## config.mk

```make
export PLATFORM = sky130hd
export DESIGN_NAME = lru_page_replacement_core
export DESIGN_NICKNAME = d
export VERILOG_FILES = /design/src/rtl/lru_pkg.sv /design/src/rtl/lru_page_replacement_core.sv
export SDC_FILE = /design/constraint.sdc
export NUM_CORES = 1
export LEC_CHECK = 0
export BUFFER_PORTS_ARGS = -buffer_cell sky130_fd_sc_hd__buf_2
export CORE_ASPECT_RATIO = 0.6
export CORE_MARGIN = 2
export CORE_UTILIZATION = 63
export DETAILED_ROUTE_END_ITERATION = 6
export PLACE_DENSITY = 0.92
export SLEW_MARGIN = 20
export SYNTH_ARGS = -nofsm -noshare
export SYNTH_HDL_FRONTEND = slang
export SYNTH_SLANG_ARGS = --single-unit
```

## constraint.sdc

```tcl
create_clock -name clk -period 9.6 [get_ports clk]
set_input_delay 2.4 -clock clk [delete_from_list [all_inputs] [get_ports clk]]
set_output_delay 2.4 -clock clk [all_outputs]
set_load 0.1 [all_outputs]
```

## src/rtl/lru_pkg.sv

```systemverilog
// Shared sizes and types for the LRU page replacement core.
// No dependencies; imported by rtl/lru_page_replacement_core.sv.
package lru_pkg;

	localparam int MAX_FRAMES = 8;
	localparam int PAGE_BITS  = 16;
	localparam int COUNT_W    = 32;
	localparam int CFG_W      = 4;
	localparam int OCC_W      = $clog2(MAX_FRAMES + 1);
	localparam int SLOT_W     = (MAX_FRAMES > 1) ? $clog2(MAX_FRAMES) : 1;
	localparam int DATA_W     = 32;
	localparam int ADDR_W     = 3;

	// register byte addresses, word index taken from paddr[2]
	localparam logic REG_FRAMES_IN_USE = 1'b0;

	localparam logic [CFG_W-1:0]   FRAMES_RESET = CFG_W'(8);
	localparam logic [COUNT_W-1:0] COUNT_MAX    = '1;

	typedef logic [PAGE_BITS-1:0] page_t;
	typedef logic [OCC_W-1:0]     occ_t;
	typedef logic [SLOT_W-1:0]    slot_t;
	typedef logic [COUNT_W-1:0]   count_t;

	// lookup outcome for the word in the input register
	typedef struct packed {
		logic  found;
		slot_t pos;
		logic  evict;
		logic  append;
	} lookup_t;

endpackage

```

## src/rtl/lru_page_replacement_core.sv

```systemverilog
// Top level of the LRU page replacement core: input register, tag compare,
// recency shift, saturating counters, result register and APB register.
// Depends on rtl/lru_pkg.sv.
//
//  channel | signals                                   | dir | word
//  --------+-------------------------------------------+-----+-------------------------------
//  req     | req_valid, req_stall, page_number         | in  | one page reference
//  rsp     | rsp_valid, rsp_stall, hit, evicted_valid, | out | hit flag, victim, running
//          | evicted_page, fault_total, hit_total      |     | fault and hit counts
//  apb     | psel, penable, pwrite, paddr, pwdata,     | in  | frames_in_use at byte address 0
//          | prdata, pready                            |     |
//
// One word per cycle sustained while rsp is not stalled; a word's result passes
// from the input register into the result register, which drives rsp. The rate
// is set by the combinational compare of the input word against all resident
// frames followed by the one-position shift of the frame registers. Reset empties the
// frame set, clears both counts and sets frames_in_use to 8. A stall on rsp
// holds the result register and, once the input register is also full, raises
// req_stall in the same cycle.
module lru_page_replacement_core
	import lru_pkg::*;
(
	input  logic              clk,
	input  logic              arst_n,
	// request channel
	input  logic              req_valid,
	output logic              req_stall,
	input  logic [15:0]       page_number,
	// response channel
	output logic              rsp_valid,
	input  logic              rsp_stall,
	output logic              hit,
	output logic              evicted_valid,
	output logic [15:0]       evicted_page,
	output logic [31:0]       fault_total,
	output logic [31:0]       hit_total,
	// register port
	input  logic              psel,
	input  logic              penable,
	input  logic              pwrite,
	input  logic [ADDR_W-1:0] paddr,
	input  logic [DATA_W-1:0] pwdata,
	output logic [DATA_W-1:0] prdata,
	output logic              pready
);

	// ------------------------------------------------------------------
	// Configuration register
	// ------------------------------------------------------------------
	logic [CFG_W-1:0] frames_q;
	logic             cfg_wr;

	assign pready = 1'b1;
	assign cfg_wr = psel && penable && pwrite && (paddr[2] == REG_FRAMES_IN_USE);

	always_ff @(posedge clk or negedge arst_n) begin
		if (!arst_n) begin
			frames_q <= FRAMES_RESET;
		end else if (cfg_wr) begin
			frames_q <= pwdata[CFG_W-1:0];
		end
	end

	always_comb begin
		prdata = '0;
		if (paddr[2] == REG_FRAMES_IN_USE) begin
			prdata[CFG_W-1:0] = frames_q;
		end
	end

	// clamp capacity: zero acts as one, anything past the frame count saturates
	occ_t cap;
	always_comb begin
		priority if (frames_q == '0) begin
			cap = occ_t'(1);
		end else if (32'(frames_q) > 32'(MAX_FRAMES)) begin
			cap = occ_t'(MAX_FRAMES);
		end else begin
			cap = occ_t'(frames_q);
		end
	end

	// ------------------------------------------------------------------
	// Input register and handshake
	// ------------------------------------------------------------------
	logic  valid_s1;
	page_t page_s1;
	logic  adv;

	// advance the input word whenever the result register is free or draining
	assign adv       = valid_s1 && (!rsp_valid || !rsp_stall);
	assign req_stall = valid_s1 && !adv;

	always_ff @(posedge clk or negedge arst_n) begin
		if (!arst_n) begin
			valid_s1 <= 1'b0;
		end else if (!req_stall) begin
			valid_s1 <= req_valid;
		end
	end

	always_ff @(posedge clk) begin
		if (req_valid && !req_stall) begin
			page_s1 <= page_number[PAGE_BITS-1:0];
		end
	end

	// ------------------------------------------------------------------
	// Frame set: slot 0 is least recent, slot occ_q-1 most recent
	// ------------------------------------------------------------------
	page_t   frame_q [MAX_FRAMES];
	occ_t    occ_q;
	count_t  fault_q;
	count_t  hit_q;
	lookup_t lk;
	logic [MAX_FRAMES-1:0] match;
	page_t   frame_nxt [MAX_FRAMES];
	slot_t   from;

	// parallel tag compare, lowest matching slot wins
	always_comb begin
		for (int i = 0; i < MAX_FRAMES; i++) begin
			match[i] = (OCC_W'(i) < occ_q) && (frame_q[i] == page_s1);
		end
		lk.found = |match;
		lk.pos   = '0;
		for (int i = MAX_FRAMES - 1; i >= 0; i--) begin
			if (match[i]) begin
				lk.pos = SLOT_W'(i);
			end
		end
		lk.evict  = !lk.found && (occ_q >= cap);
		lk.append = !lk.found && (occ_q < cap);
	end

	// shift younger pages down from the hit slot (or slot 0 on eviction)
	// and drop the referenced page at the most recent end
	always_comb begin
		from = lk.found ? lk.pos : '0;
		for (int i = 0; i < MAX_FRAMES; i++) begin
			frame_nxt[i] = frame_q[i];
			if (lk.found || lk.evict) begin
				if ((SLOT_W'(i) >= from) && (OCC_W'(i + 1) < occ_q)) begin
					frame_nxt[i] = frame_q[(i + 1) % MAX_FRAMES];
				end else if (OCC_W'(i + 1) == occ_q) begin
					frame_nxt[i] = page_s1;
				end
			end else if (OCC_W'(i) == occ_q) begin
				frame_nxt[i] = page_s1;
			end
		end
	end

	always_ff @(posedge clk) begin
		if (adv) begin
			for (int i = 0; i < MAX_FRAMES; i++) begin
				frame_q[i] <= frame_nxt[i];
			end
		end
	end

	always_ff @(posedge clk or negedge arst_n) begin
		if (!arst_n) begin
			occ_q   <= '0;
			fault_q <= '0;
			hit_q   <= '0;
		end else if (adv) begin
			if (lk.append) begin
				occ_q <= occ_q + occ_t'(1);
			end
			if (lk.found) begin
				if (hit_q != COUNT_MAX) begin
					hit_q <= hit_q + count_t'(1);
				end
			end else if (fault_q != COUNT_MAX) begin
				fault_q <= fault_q + count_t'(1);
			end
		end
	end

	// ------------------------------------------------------------------
	// Result register; the counts change only when a new result loads,
	// so they serve as the count fields directly
	// ------------------------------------------------------------------
	logic  rsp_valid_q;
	logic  hit_flag_q;
	logic  ev_valid_q;
	page_t ev_page_q;

	always_ff @(posedge clk or negedge arst_n) begin
		if (!arst_n) begin
			rsp_valid_q <= 1'b0;
		end else if (adv) begin
			rsp_valid_q <= 1'b1;
		end else if (!rsp_stall) begin
			rsp_valid_q <= 1'b0;
		end
	end

	always_ff @(posedge clk) begin
		if (adv) begin
			hit_flag_q <= lk.found;
			ev_valid_q <= lk.evict;
			ev_page_q  <= lk.evict ? frame_q[0] : '0;
		end
	end

	assign rsp_valid     = rsp_valid_q;
	assign hit           = hit_flag_q;
	assign evicted_valid = ev_valid_q;
	assign evicted_page  = 16'(ev_page_q);
	assign fault_total   = fault_q;
	assign hit_total     = hit_q;

	// ------------------------------------------------------------------
	// Assertions
	// ------------------------------------------------------------------
	a_occ_bound: assert property (@(posedge clk) disable iff (!arst_n)
		32'(occ_q) <= 32'(MAX_FRAMES))
		else $error("occupancy beyond frame count");

	a_hit_no_evict: assert property (@(posedge clk) disable iff (!arst_n)
		rsp_valid |-> !(hit && evicted_valid))
		else $error("hit reported together with an eviction");

	a_append_grows: assert property (@(posedge clk) disable iff (!arst_n)
		(adv && lk.append) |=> (occ_q == $past(occ_q) + occ_t'(1)))
		else $error("append did not grow occupancy");

	a_hit_count: assert property (@(posedge clk) disable iff (!arst_n)
		(adv && lk.found && (hit_q != COUNT_MAX)) |=> (hit_q == $past(hit_q) + count_t'(1)))
		else $error("hit count did not advance");

	a_fault_hold: assert property (@(posedge clk) disable iff (!arst_n)
		(adv && lk.found) |=> $stable(fault_q))
		else $error("fault count moved on a hit");

endmodule
```

==> results of run 1 <==
cells by family (layout without fill, tap and decap cells):
| logic type | count (synthesis) | count (layout) | synth area share (%) |
|---|---|---|---|
| AND/OR/NAND/NOR | 272 | 272 | 12.8 |
| flip-flops | 236 | 236 | 52.3 |
| XOR/XNOR | 193 | 193 | 13.2 |
| AO/OA/AOI/OAI | 36 | 36 | 2.12 |
| buffers and inverters | 103 | 174 | 5.79 |
| adder cells (fa/ha/maj) | 9 | 9 | 0.877 |
| other | 2 | 29 | 0.0585 |
| multiplexers | 137 | 137 | 12.8 |
path summary, 6_finish.rpt:
check                                        to  cells after the start  slack, ns
worst max-delay path                  prdata[2]                      3       4.11
worst min-delay path               hit_total[6]                      1       0.48
worst max register to register   frame_q[1][24]                     11       5.09
worst min register to register     hit_total[6]                      1       0.48
max in group asynchronous          hit_total[4]                      1       6.96
min in group asynchronous       fault_total[16]                      1       2.02
metrics by stage:
| step | setup WS [ns] | total power [W] | hold WS [ns] | util, % | std cells |
|---|---|---|---|---|---|
| after floorplan | 3.46 | 0.00321 | 0.457 | - | 1015 |
| after global placement | 4.14 | 0.00351 | 0.472 | 66.3 | 1320 |
| after detailed placement | 4.11 | 0.00357 | 0.471 | 66.3 | 1320 |
| after CTS | 4.11 | 0.00443 | 0.484 | 69.7 | 1359 |
| after global routing | 4.07 | 0.00463 | 0.499 | 69.8 | 1359 |
| final | 4.11 | 0.00445 | 0.481 | 69.8 | 1359 |
registers in the layout, summed over array words and instances (netlist names):
register and count:
frames_q 4, evicted_valid 1, occ_q 4, valid_s1 1, evicted_page 16, page_s1 16, rsp_valid 1, frame_q 128
hit 1, fault_total 32, hit_total 32
per-layer routing:
| layer | routed length [um] | up-vias | GRT usage, % |
|---|---|---|---|
| li1 | - | 3650 | - |
| met1 | 13800 | 4161 | 44.2 |
| met2 | 13000 | 401 | 39.9 |
| met3 | 3540 | 36 | 8.61 |
| met4 | 461 | 0 | 4.99 |
| met5 | 0 | - | 0 |
power breakdown:
part	switching, W	leakage (nW)	total, W	internal [W]
clock	0.000373	0.344	0.000852	0.000478
sequential	0.000284	2.50	0.00179	0.00151
combinational	0.00111	2.84	0.00181	0.000702
synthesized netlist by cell type (10+ instances only):
library cell / n
edfxtp_1: 162
xor2_1: 100
xnor2_1: 92
mux2_2: 89
dfrtp_1: 73
buf_4: 52
nand3_1: 45
and3_1: 38
nand4_1: 36
nor2_1: 36
nand2_1: 34
mux2_4: 28
buf_6: 20
mux2_1: 19
nor4_1: 15
and4_1: 12
clkbuf_1: 10
inv_1: 10
cell type report:
type	count	area (um2)	share of cell area, %
Clock inverter	6	26.3	0.189
Multi-Input combinational cell	676	5490	39.4
Sequential cell	236	6720	48.2
Inverter	11	41.3	0.296
Clock buffer	33	666	4.78
Tap cell	273	342	2.45
Timing Repair Buffer	124	646	4.63
worst max-delay path: cells and delay by family:
family / cells / cell delay (ns)
simple gates: 1 / 0.12
buf+inv: 2 / 0.57
==> summary.txt, run 1 <==
Clock network
  • Clk pin slew, worst setup/hold paths: 0.06 ns
  • CTS tree: done
  • CTS max path bufs: 3
  • Post-CTS resize count: 0
  • Post-CTS Setup Inserts: 0
  • Sink Count: 236
  • TritonCTS buffer count: 22
  • CTS H-tree lvls: 1
  • CTS Root Cell: clkbuf_16
  • CTS Hold Buffers Added: 0
  • Skew-Pair Late Insertion Delay: 0.51 ns

Global route
  • Gr usage total: 28.5%
  • Grt total ovfl: 0
  • Initial antenna violation count: 0
  • Largest net degree at the start of global routing: 75
  • First-pass GRT wire length: 46.7 mm
  • Vias in the first global route: 7862

Drt
  • Pre-antenna DRT Iters: 5
  • Residual DRC: 0
  • Post-route antenna net violation count: 0
  • Via count: 8248
  • Post-DR vias/cell: 6.07
  • WL/cell: 22.7 um
  • Starting DRT DRC Count: 830
  • Post-Route WL: 30.8 mm

Finish
  • Diodes inserted: 0
  • Share of layout cells above drive strength 1: 27.7%
  • Fin area: 13900 um2
  • Area added between synthesis and finish: 8.53%
  • Fill cells: 1373
  • Commonest non-fill, non-tap cell in the layout: edfxtp_1
  • Fin nets: 1138
  • Most frequent cells in the layout: 162 x edfxtp_1, 114 x buf_2, 100 x xor2_1

Placement
  • GPL Wtd Cong: 0.971
  • Number of port buffers: 115
  • Post-DP Area: 13200 um2
  • Post-detail-place hpwl: 21.3 mm

STA
  • Total negative slack: 0 ns
  • Fmax: 0.182 GHz
  • Setup-failing EPs final: 0
  • RSZ-0062 raised after global routing: no
  • Max Clock Skew: 0.0160 ns
  • Worst-Margin Slew: 1.04 ns
  • Final Hold Vio Count: 0
  • Tmin final: 5.49 ns
  • Slew HR: 30.3%
  • Final slew viol count: 0
  • Part of the cycle the worst path needs: 57.2%

Power and ir drop
  • Leak Pwr: 5.68 nW
  • PwrDens: 320 nW/um2
  • Peak VDD IR: 0.000225 V

Die
  • Initial Utilization: 64.3%
  • Top Ports: 175
  • DIE WIDTH: 188 um
  • Die footprint: 21600 um2
  • Core Box Area: 20000 um2
  • Die height: 115 um
  • # rows: 40

Job
  • MaxCap Viol Count: 0

Logic synthesis
  • Syn Inst Count: 988
  • Async SR Flop Fraction: 31.4%
  • Count of state elements after synthesis: 236
  • Cell area after synthesis: 12800 um2
  • Most used DFF post-synth: edfxtp_1
  • Number of warnings issued by yosys: 0
  • Top-area cell type share of the netlist area: 37.9%
  • Netlist cell types: 65
  • Seq/Total Area, Yosys: 52.3%
  • Top post-synthesis cells by area: edfxtp_1 38%, dfrtp_1 14%, mux2_2 7.8%
  • Synth area leader: edfxtp_1
  • Avg Synthesized Cell Area: 13.0 um2
  • Number of enable flip-flop cells after synthesis: 162

Setup path
  • Crit-path cells: buf_2, nor2b_1, buf_2
  • Crit end category: primary output
  • Startpoint types: primary input
  • Slowest stage delay, CP: 0.44 ns
  • CP dominant cell by count: buf_2
  • Crit path required time: 7.20 ns
  • Crit-path max FO: 5
  • Worst Setup SP: paddr[2]
  • R2r startpoint: frames_q[3]
  • Worst setup path class: primary input to primary output
  • CP max stage cell: buf_2
  • CP arrival: 3.09 ns

Worst hold path
  • Worst min path class: flop to flop
  • Worst hold start: hit_total[6]

Run status
  • Status: completed
No activity file was read; power rests on OpenSTA's default activity.
==> run 2: changes to the inputs <==
--- a/config.mk
+++ b/config.mk
@@ -5,12 +5,13 @@
 export SDC_FILE = /design/constraint.sdc
 export NUM_CORES = 1
 export LEC_CHECK = 0
+export ABC_AREA = 1
 export BUFFER_PORTS_ARGS = -buffer_cell sky130_fd_sc_hd__buf_2
 export CORE_ASPECT_RATIO = 0.6
 export CORE_MARGIN = 2
-export CORE_UTILIZATION = 63
+export CORE_UTILIZATION = 54
 export DETAILED_ROUTE_END_ITERATION = 6
-export PLACE_DENSITY = 0.92
+export PLACE_DENSITY = 0.84
 export SLEW_MARGIN = 20
 export SYNTH_ARGS = -nofsm -noshare
 export SYNTH_HDL_FRONTEND = slang
==> constraint.sdc (replaced) <==
create_clock -name clk -period 4.55 [get_ports clk]
set_input_delay 1.1375 -clock clk [delete_from_list [all_inputs] [get_ports clk]]
set_output_delay 1.1375 -clock clk [all_outputs]
set_load 0.1 [all_outputs]
==> run 2 against run 1 <==
  * Via count grew 58%
  * Worst setup slack lost 3.1 ns
  * Clock power grew to 2.6 times the previous value
  * Global-route usage grew 3.5 points
  * Largest power group unchanged
  * Clock skew shrank 0.0021 ns
==> summary.txt, run 2 <==
Drt
  • Pre-antenna DRT Iters: 6 (+1)
  • Starting DRT DRC Count: 1872 (+130%)
  • Residual DRC: 0 (unchanged)
  • Post-route antenna net violation count: 0 (unchanged)
  • Via count: 13100 (+58%)
  • Post-Route WL: 45.7 mm (+48%)
  • Post-DR vias/cell: 5.52 (-9.0%)
  • WL/cell: 19.3 um (-15%)

Die
  • Core Box Area: 26500 um2 (+33%)
  • Initial Utilization: 55.0% (-9.3 points)
  • Die footprint: 28300 um2 (+31%)
  • DIE WIDTH: 216 um (+15%)
  • Die height: 131 um (+14%)
  • # rows: 46 (+15%)
  • Top Ports: 175 (unchanged)

Finish
  • Most frequent cells in the layout: 646 x nand2_1, 197 x nor2_1, 190 x inv_1
  • Most flops, register: frame_q
  • Number of flip-flops in the largest register: 128 (unchanged)
  • Final core utilization: 61.2% (-8.6 points)
  • Finished Layout Cells: 2366 (+74%)
  • Commonest non-fill, non-tap cell in the layout: nand2_1
  • Area added between synthesis and finish: 11.3%
  • Share of layout cells above drive strength 1: 12.6% (-15 points)
  • Fin nets: 2054 (+80%)
  • Fill cells: 2406 (+75%)

STA
  • Final slew viol count: 0 (unchanged)
  • Part of the cycle the worst path needs: 77.0%
  • Worst-Margin Slew: 1.02 ns (-0.0219 ns)
  • Total negative slack: 0 ns (unchanged)
  • Fmax: 0.285 GHz
  • Max Clock Skew: 0.0139 ns (-0.00213 ns)
  • RSZ-0062 raised after global routing: no
  • Final Hold Vio Count: 0 (unchanged)
  • Slew HR: 31.7% (+1.4 points)
  • Setup WS post-layout: 1.05 ns (-3.06 ns)
  • Tmin final: 3.50 ns
  • Setup-failing EPs final: 0 (unchanged)
  • Hold slack: 0.466 ns (-0.0149 ns)

Clock network
  • CTS H-tree lvls: 1 (unchanged)
  • Clk pin slew, worst setup/hold paths: 0.07 ns (about the same)
  • TritonCTS buffer count: 24 (+9.1%)
  • CTS Hold Buffers Added: 0 (unchanged)
  • Skew-Pair Late Insertion Delay: 0.55 ns (+0.04 ns)
  • CTS Root Cell: clkbuf_16
  • CTS tree: done
  • Post-CTS Setup Inserts: 0 (unchanged)
  • CTS max path bufs: 3 (unchanged)
  • Post-CTS resize count: 0 (unchanged)
  • Sink Count: 236 (unchanged)

Setup path
  • Crit end category: flop
  • Crit-path max FO: 25 (+20)
  • Crit path required time: 4.81 ns (-2.39 ns)
  • CP arrival: 3.76 ns (+0.67 ns)
  • Startpoint types: flop
  • Worst setup path class: flop to flop

Logic synthesis
  • Number of enable flip-flop cells after synthesis: 162 (unchanged)
  • Top post-synthesis cells by area: edfxtp_1 33%, nand2_1 17%, dfrtp_1 13%
  • Number of warnings issued by yosys: 0 (unchanged)
  • Seq/Total Area, Yosys: 46.2% (-6.2 points)
  • Cell area after synthesis: 14600 um2 (+13%)
  • Synth area leader: edfxtp_1
  • Most common cell in the synthesized netlist: nand2_1
  • Count of state elements after synthesis: 236 (unchanged)
  • Syn Inst Count: 1873 (+90%)
  • Most used DFF post-synth: edfxtp_1
  • Post-synth top cells: 646 x nand2_1, 198 x nor2_1, 190 x inv_1
  • Avg Synthesized Cell Area: 7.77 um2 (-40%)
  • Top-area cell type share of the netlist area: 33.4% (-4.5 points)
  • Async SR Flop Fraction: 31.4% (unchanged)
  • Netlist cell types: 45 (-31%)

Global route
  • Grt total ovfl: 0 (unchanged)
  • Vias in the first global route: 12000 (+53%)
  • First-pass GRT wire length: 69.8 mm (+50%)
  • Largest net degree at the start of global routing: 75 (unchanged)
  • Gr usage total: 32.1% (+3.5 points)
  • Initial antenna violation count: 1 (+1)

Power and ir drop
  • Clock share of power: 20.5% (+1.4 points)
  • Pint: 0.00568 W (+110%)
  • Peak VDD IR: 0.000723 V (+220%)
  • Leak Pwr: 7.60 nW (+34%)
  • Switching share of power: 46.4% (+6.8 points)
  • Flop pwr share: 35.7% (-4.5 points)
  • Logic pwr share: 43.8% (+3.2 points)
  • PwrDens: 654 nW/um2 (+100%)
  • NetSw: 0.00492 W (+180%)

Placement
  • GPL Wtd Cong: 1.03 (+6.6%)
  • Placed cell count: 2321 (+76%)
  • Post-detail-place hpwl: 33.2 mm (+56%)
  • Worst slack, placed: 0.949 ns (-3.16 ns)
  • Number of port buffers: 115 (unchanged)

Job
  • MaxCap Viol Count: 0 (unchanged)

Worst hold path
  • Worst min path class: flop to flop

Run status
  • Status: completed
[run 2: cell types whose count changed after synthesis, sizes merged, moves of 10 or more]
cell | previous run | this run
o21ai | 9 | 102
inv | 11 | 209
nand2 | 34 | 656
nor2 | 37 | 210
and4 | 12 | 0
nand3 | 46 | 83
a21oi | 7 | 29
nor3 | 13 | 38
mux2 | 136 | 0
and3 | 38 | 1
and2 | 10 | 0
xor2 | 101 | 55
xnor2 | 92 | 46
nand4 | 36 | 62
[run 2: kinds of logic (layout without fill, tap and decap cells)]
group	count (synthesis)	after routing	synth area share (%)
xor+xnor	101	101	6.08
simple gates	1087	1087	32.3
compound gates	136	136	4.77
other cells	2	30	0.0516
fa+ha+maj	9	9	0.774
buf+inv	302	407	9.82
flops	236	236	46.2
[run 2: path summary, 6_finish.rpt]
kind	cells after the start	to	slack, ns	start
max	15	frame_q[1][39]	1.05	occ_q[1]
min	2	rsp_valid	0.47	valid_s1
max reg2reg	15	frame_q[1][39]	1.05	occ_q[1]
min reg2reg	2	rsp_valid	0.47	valid_s1
max in group asynchronous	1	fault_total[22]	3.17	arst_n
min in group asynchronous	1	hit_total[20]	0.73	arst_n
[run 2: power groups by stage]
stage / clock [W] / combinational, W / sequential [W]
floorplan: 0 / 0.00288 / 0.00443
global placement: 0 / 0.00441 / 0.00377
detailed placement: 0 / 0.00453 / 0.00378
CTS: 0.00219 / 0.00455 / 0.00375
global route: 0.00228 / 0.00511 / 0.00382
finish: 0.00218 / 0.00464 / 0.00378
[run 2: critical path, cell delays in order, from the launching register on]
cell and delay, ns:
dfrtp_1 0.46, inv_1 0.15, ha_1 0.28, o21ai_0 0.42, nand3_1 0.12, nor2_1 0.12
nand3_1 0.18, nand2_2 0.14, nor2_4 0.06, nand3_2 0.11, buf_4 0.31, nand2_1 0.17
inv_2 0.28, nand2_4 0.18, nand2_1 0.09, nand2_1 0.13
[run 2: area by class of cell]
cell class	instances	area, um2	share of cell area [%]
inverters	209	790	4.87
clock buffers	29	672	4.15
clock inverters	15	176	1.09
repair buffers	154	871	5.38
multi-input cells	1362	6520	40.2
diodes	1	2.50	0.0154
well taps	360	450	2.78
flip-flops and latches	236	6720	41.5
[run 2: per-stage QoR]
step,area (um2),power [W]
finish,16200,0.0106
global route,16200,0.0112
global placement,15300,0.00818
CTS,16200,0.0105
detailed placement,15300,0.00831
floorplan,14700,0.00731
[run 2: routing by layer]
metal	global-route usage (%)	wire, um	vias up
met5	0	0	-
met4	6.58	928	0
met3	11.8	7150	87
met2	42.0	17500	798
met1	49.9	20100	5995
li1	-	-	6192
==> run 3: changes to the inputs <==
--- a/config.mk
+++ b/config.mk
@@ -5,13 +5,13 @@
 export SDC_FILE = /design/constraint.sdc
 export NUM_CORES = 1
 export LEC_CHECK = 0
-export ABC_AREA = 1
+export ABC_AREA = 0
 export BUFFER_PORTS_ARGS = -buffer_cell sky130_fd_sc_hd__buf_2
 export CORE_ASPECT_RATIO = 0.6
 export CORE_MARGIN = 2
-export CORE_UTILIZATION = 54
+export CORE_UTILIZATION = 53
 export DETAILED_ROUTE_END_ITERATION = 6
-export PLACE_DENSITY = 0.84
+export PLACE_DENSITY = 0.83
 export SLEW_MARGIN = 20
 export SYNTH_ARGS = -nofsm -noshare
 export SYNTH_HDL_FRONTEND = slang
==> constraint.sdc (replaced) <==
create_clock -name clk -period 2.92 [get_ports clk]
set_input_delay 0.73 -clock clk [delete_from_list [all_inputs] [get_ports clk]]
set_output_delay 0.73 -clock clk [all_outputs]
set_load 0.1 [all_outputs]
==> run 3 against run 2 <==
  * The flow now finishes with violations (setup timing)
  * Wire length shrank 20%
  * Power grew 64%
  * Clock skew grew 0.0031 ns
  * Cell area grew 2.4%
  * Via count shrank 29%
  * Sequential share of layout area shrank 0.92 points
  * Critical path depth shrank 2
  * Largest power group unchanged
==> summary.txt, run 3 (synthesis results as in run 1) <==
Clock network
  • Sink Count: 236 (unchanged)
  • CTS Root Cell: clkbuf_16
  • CTS max path bufs: 3 (unchanged)
  • Clk pin slew, worst setup/hold paths: 0.07 ns (about the same)
  • CTS H-tree lvls: 1 (unchanged)
  • TritonCTS buffer count: 23 (-4.2%)
  • CTS tree: done
  • Skew-Pair Late Insertion Delay: 0.53 ns (-0.02 ns)

Global route
  • Vias in the first global route: 8807 (-27%)
  • Grt total ovfl: 0 (unchanged)
  • Initial antenna violation count: 0 (-1)
  • First-pass GRT wire length: 52.5 mm (-25%)
  • Gr usage total: 27.2% (-4.9 points)
  • Largest net degree at the start of global routing: 51 (-32%)

Power and ir drop
  • Power Total: 0.0174 W (+64%)
  • Logic pwr share: 50.6% (+6.8 points)
  • Flop pwr share: 32.7% (-3.0 points)
  • Pint: 0.0106 W (+87%)
  • Peak VDD IR: 0.000613 V (-15%)
  • NetSw: 0.00681 W (+38%)
  • PwrDens: 1050 nW/um2 (+61%)
  • Leak Pwr: 7.05 nW (-7.2%)
  • Switching share of power: 39.1% (-7.3 points)
  • Clock share of power: 16.8% (-3.7 points)

Job
  • MaxCap Viol Count: 0 (unchanged)

Setup path
  • Startpoint types: flop
  • Crit path required time: 3.16 ns (-1.65 ns)
  • CP arrival: 3.58 ns (-0.18 ns)
  • Crit end category: flop
  • Worst setup path class: flop to flop
  • Crit-path max FO: 8 (-68%)
  • R2R cell count: 13 (-2)

Placement
  • Worst slack, placed: -0.482 ns (-1.43 ns)
  • Number of port buffers: 115 (unchanged)
  • Placed cell count: 1528 (-34%)
  • Post-detail-place hpwl: 24.1 mm (-27%)
  • GPL Wtd Cong: 0.945 (-8.7%)

Finish
  • Commonest non-fill, non-tap cell in the layout: edfxtp_1
  • Number of flip-flops in the largest register: 128 (unchanged)
  • Share of layout cells above drive strength 1: 44.5% (+32 points)
  • Most flops, register: frame_q
  • Most frequent cells in the layout: 162 x edfxtp_1, 160 x buf_4, 116 x buf_2
  • Multi-input combinational cell area: 6040 um2 (-7.3%)
  • Fill cells: 1613 (-33%)
  • Finished Layout Cells: 1611 (-32%)
  • Seq. cell area: 6730 um2 (+0.17%)
  • Fin nets: 1340 (-35%)
  • Area added between synthesis and finish: 29.3%
  • Diodes inserted: 0 (-1)

Die
  • Die footprint: 25500 um2 (-9.9%)
  • Initial Utilization: 53.5% (-1.5 points)
  • # rows: 44 (-4.3%)
  • Die height: 125 um (-5.0%)
  • Core Box Area: 24000 um2 (-9.3%)
  • Top Ports: 175 (unchanged)
  • DIE WIDTH: 205 um (-5.1%)

STA
  • Max Clock Skew: 0.0170 ns (+0.00308 ns)
  • Part of the cycle the worst path needs: 114% (+37 points)
  • Final slew viol count: 0 (unchanged)
  • Setup WS post-layout: -0.417 ns (-1.46 ns)
  • Final Hold Vio Count: 0 (unchanged)
  • Fmax: 0.300 GHz (+5.0%)
  • Slew HR: 53.1% (+21 points)
  • Tmin final: 3.34 ns (-0.167 ns)
  • Worst-Margin Slew: 0.704 ns (-0.320 ns)
  • RSZ-0062 raised after global routing: yes
  • Setup-failing EPs final: 312 (+312)
  • Total negative slack: -75.60 ns (-75.60 ns)

Worst hold path
  • Worst min path class: primary input to asynchronous set/reset pin

Drt
  • Post-Route WL: 36.5 mm (-20%)
  • Via count: 9322 (-29%)
  • Post-DR vias/cell: 5.79 (+4.7%)
  • Residual DRC: 0 (unchanged)
  • Starting DRT DRC Count: 1216 (-35%)
  • Post-route antenna net violation count: 0 (unchanged)
  • WL/cell: 22.7 um (+17%)
  • Pre-antenna DRT Iters: 5 (-1)

Run status
  • Status: complete, but fails checks
  • Failing checks: setup timing
-- run 3: cell count changes in the layout (fill, tap and decap cells not counted), moves of 42 or more --
cell and change:
inv_1 -180, nand2_1 -613, mux2_4 +42, o21ai_0 -72, nor2_1 -161, mux2_2 +82
buf_4 +120
-- run 3: final cells by class --
cell class,count,share of cell area [%]
multi-input cells,677,36.4
clock inverters,9,0.294
inverters,11,0.249
clock buffers,32,4.06
well taps,322,2.43
repair buffers,324,16.0
flip-flops and latches,236,40.6
-- run 3: timing repair --
item                       4_1_cts  5_1_grt
setup buffers                    6       28
pin swaps                       16       13
hold buffers                     0        0
setup endpoints to repair      264      315
hold endpoints to repair         0        0
gates cloned                     1        7
gates resized for setup         42       49
-- run 3: worst paths after layout --
kind	from	to	slack (ns)
hold reg to reg	fault_total[25]	fault_total[25]	0.49
max in group asynchronous	arst_n	hit_total[11]	2.11
setup / recovery	page_s1[1]	frame_q[0][63]	-0.42
hold / removal	arst_n	fault_total[18]	0.22
setup reg to reg	page_s1[1]	frame_q[0][63]	-0.42
min in group clk	page_number[10]	page_s1[10]	0.38
-- run 3: stage by stage --
step	util, %	hold WS (ns)	area, um2
final	69.1	0.220	16600
after global routing	69.1	0.270	16600
after CTS	66.4	0.237	15900
after detailed placement	62.1	0.478	14900
after global placement	62.1	0.467	14900
after floorplan	-	0.434	13200
-- run 3: power by group through the flow --
stage               Clock, W  Combinational, W  Sequential [W]
floorplan                  0           0.00449         0.00638
global placement           0           0.00734         0.00565
detailed placement         0           0.00752         0.00569
CTS                  0.00296           0.00788         0.00566
global route         0.00309           0.00915         0.00575
finish               0.00292           0.00881         0.00569
-- run 3: layer usage --
layer  share of wire, %  global-route usage, %  vias to the layer above
met4                1.2                   4.44                        0
met1                 44                   43.7                     4706
met2                 43                   38.0                      490
li1                   -                      -                     4083
met5                  0                      0                        -
met3                 11                   6.10                       43
-- run 3: critical path: stages (launching register included) --
cell	delay (ns)
edfxtp_1	0.43
buf_12	0.18
xor2_4	0.19
nor4_4	0.31
buf_4	0.17
buf_4	0.10
nand2_1	0.06
nand4bb_4	0.23
nand4_1	0.22
nor3_4	0.09
buf_4	0.19
or3_4	0.40
a21oi_4	0.26
clkbuf_16	0.22
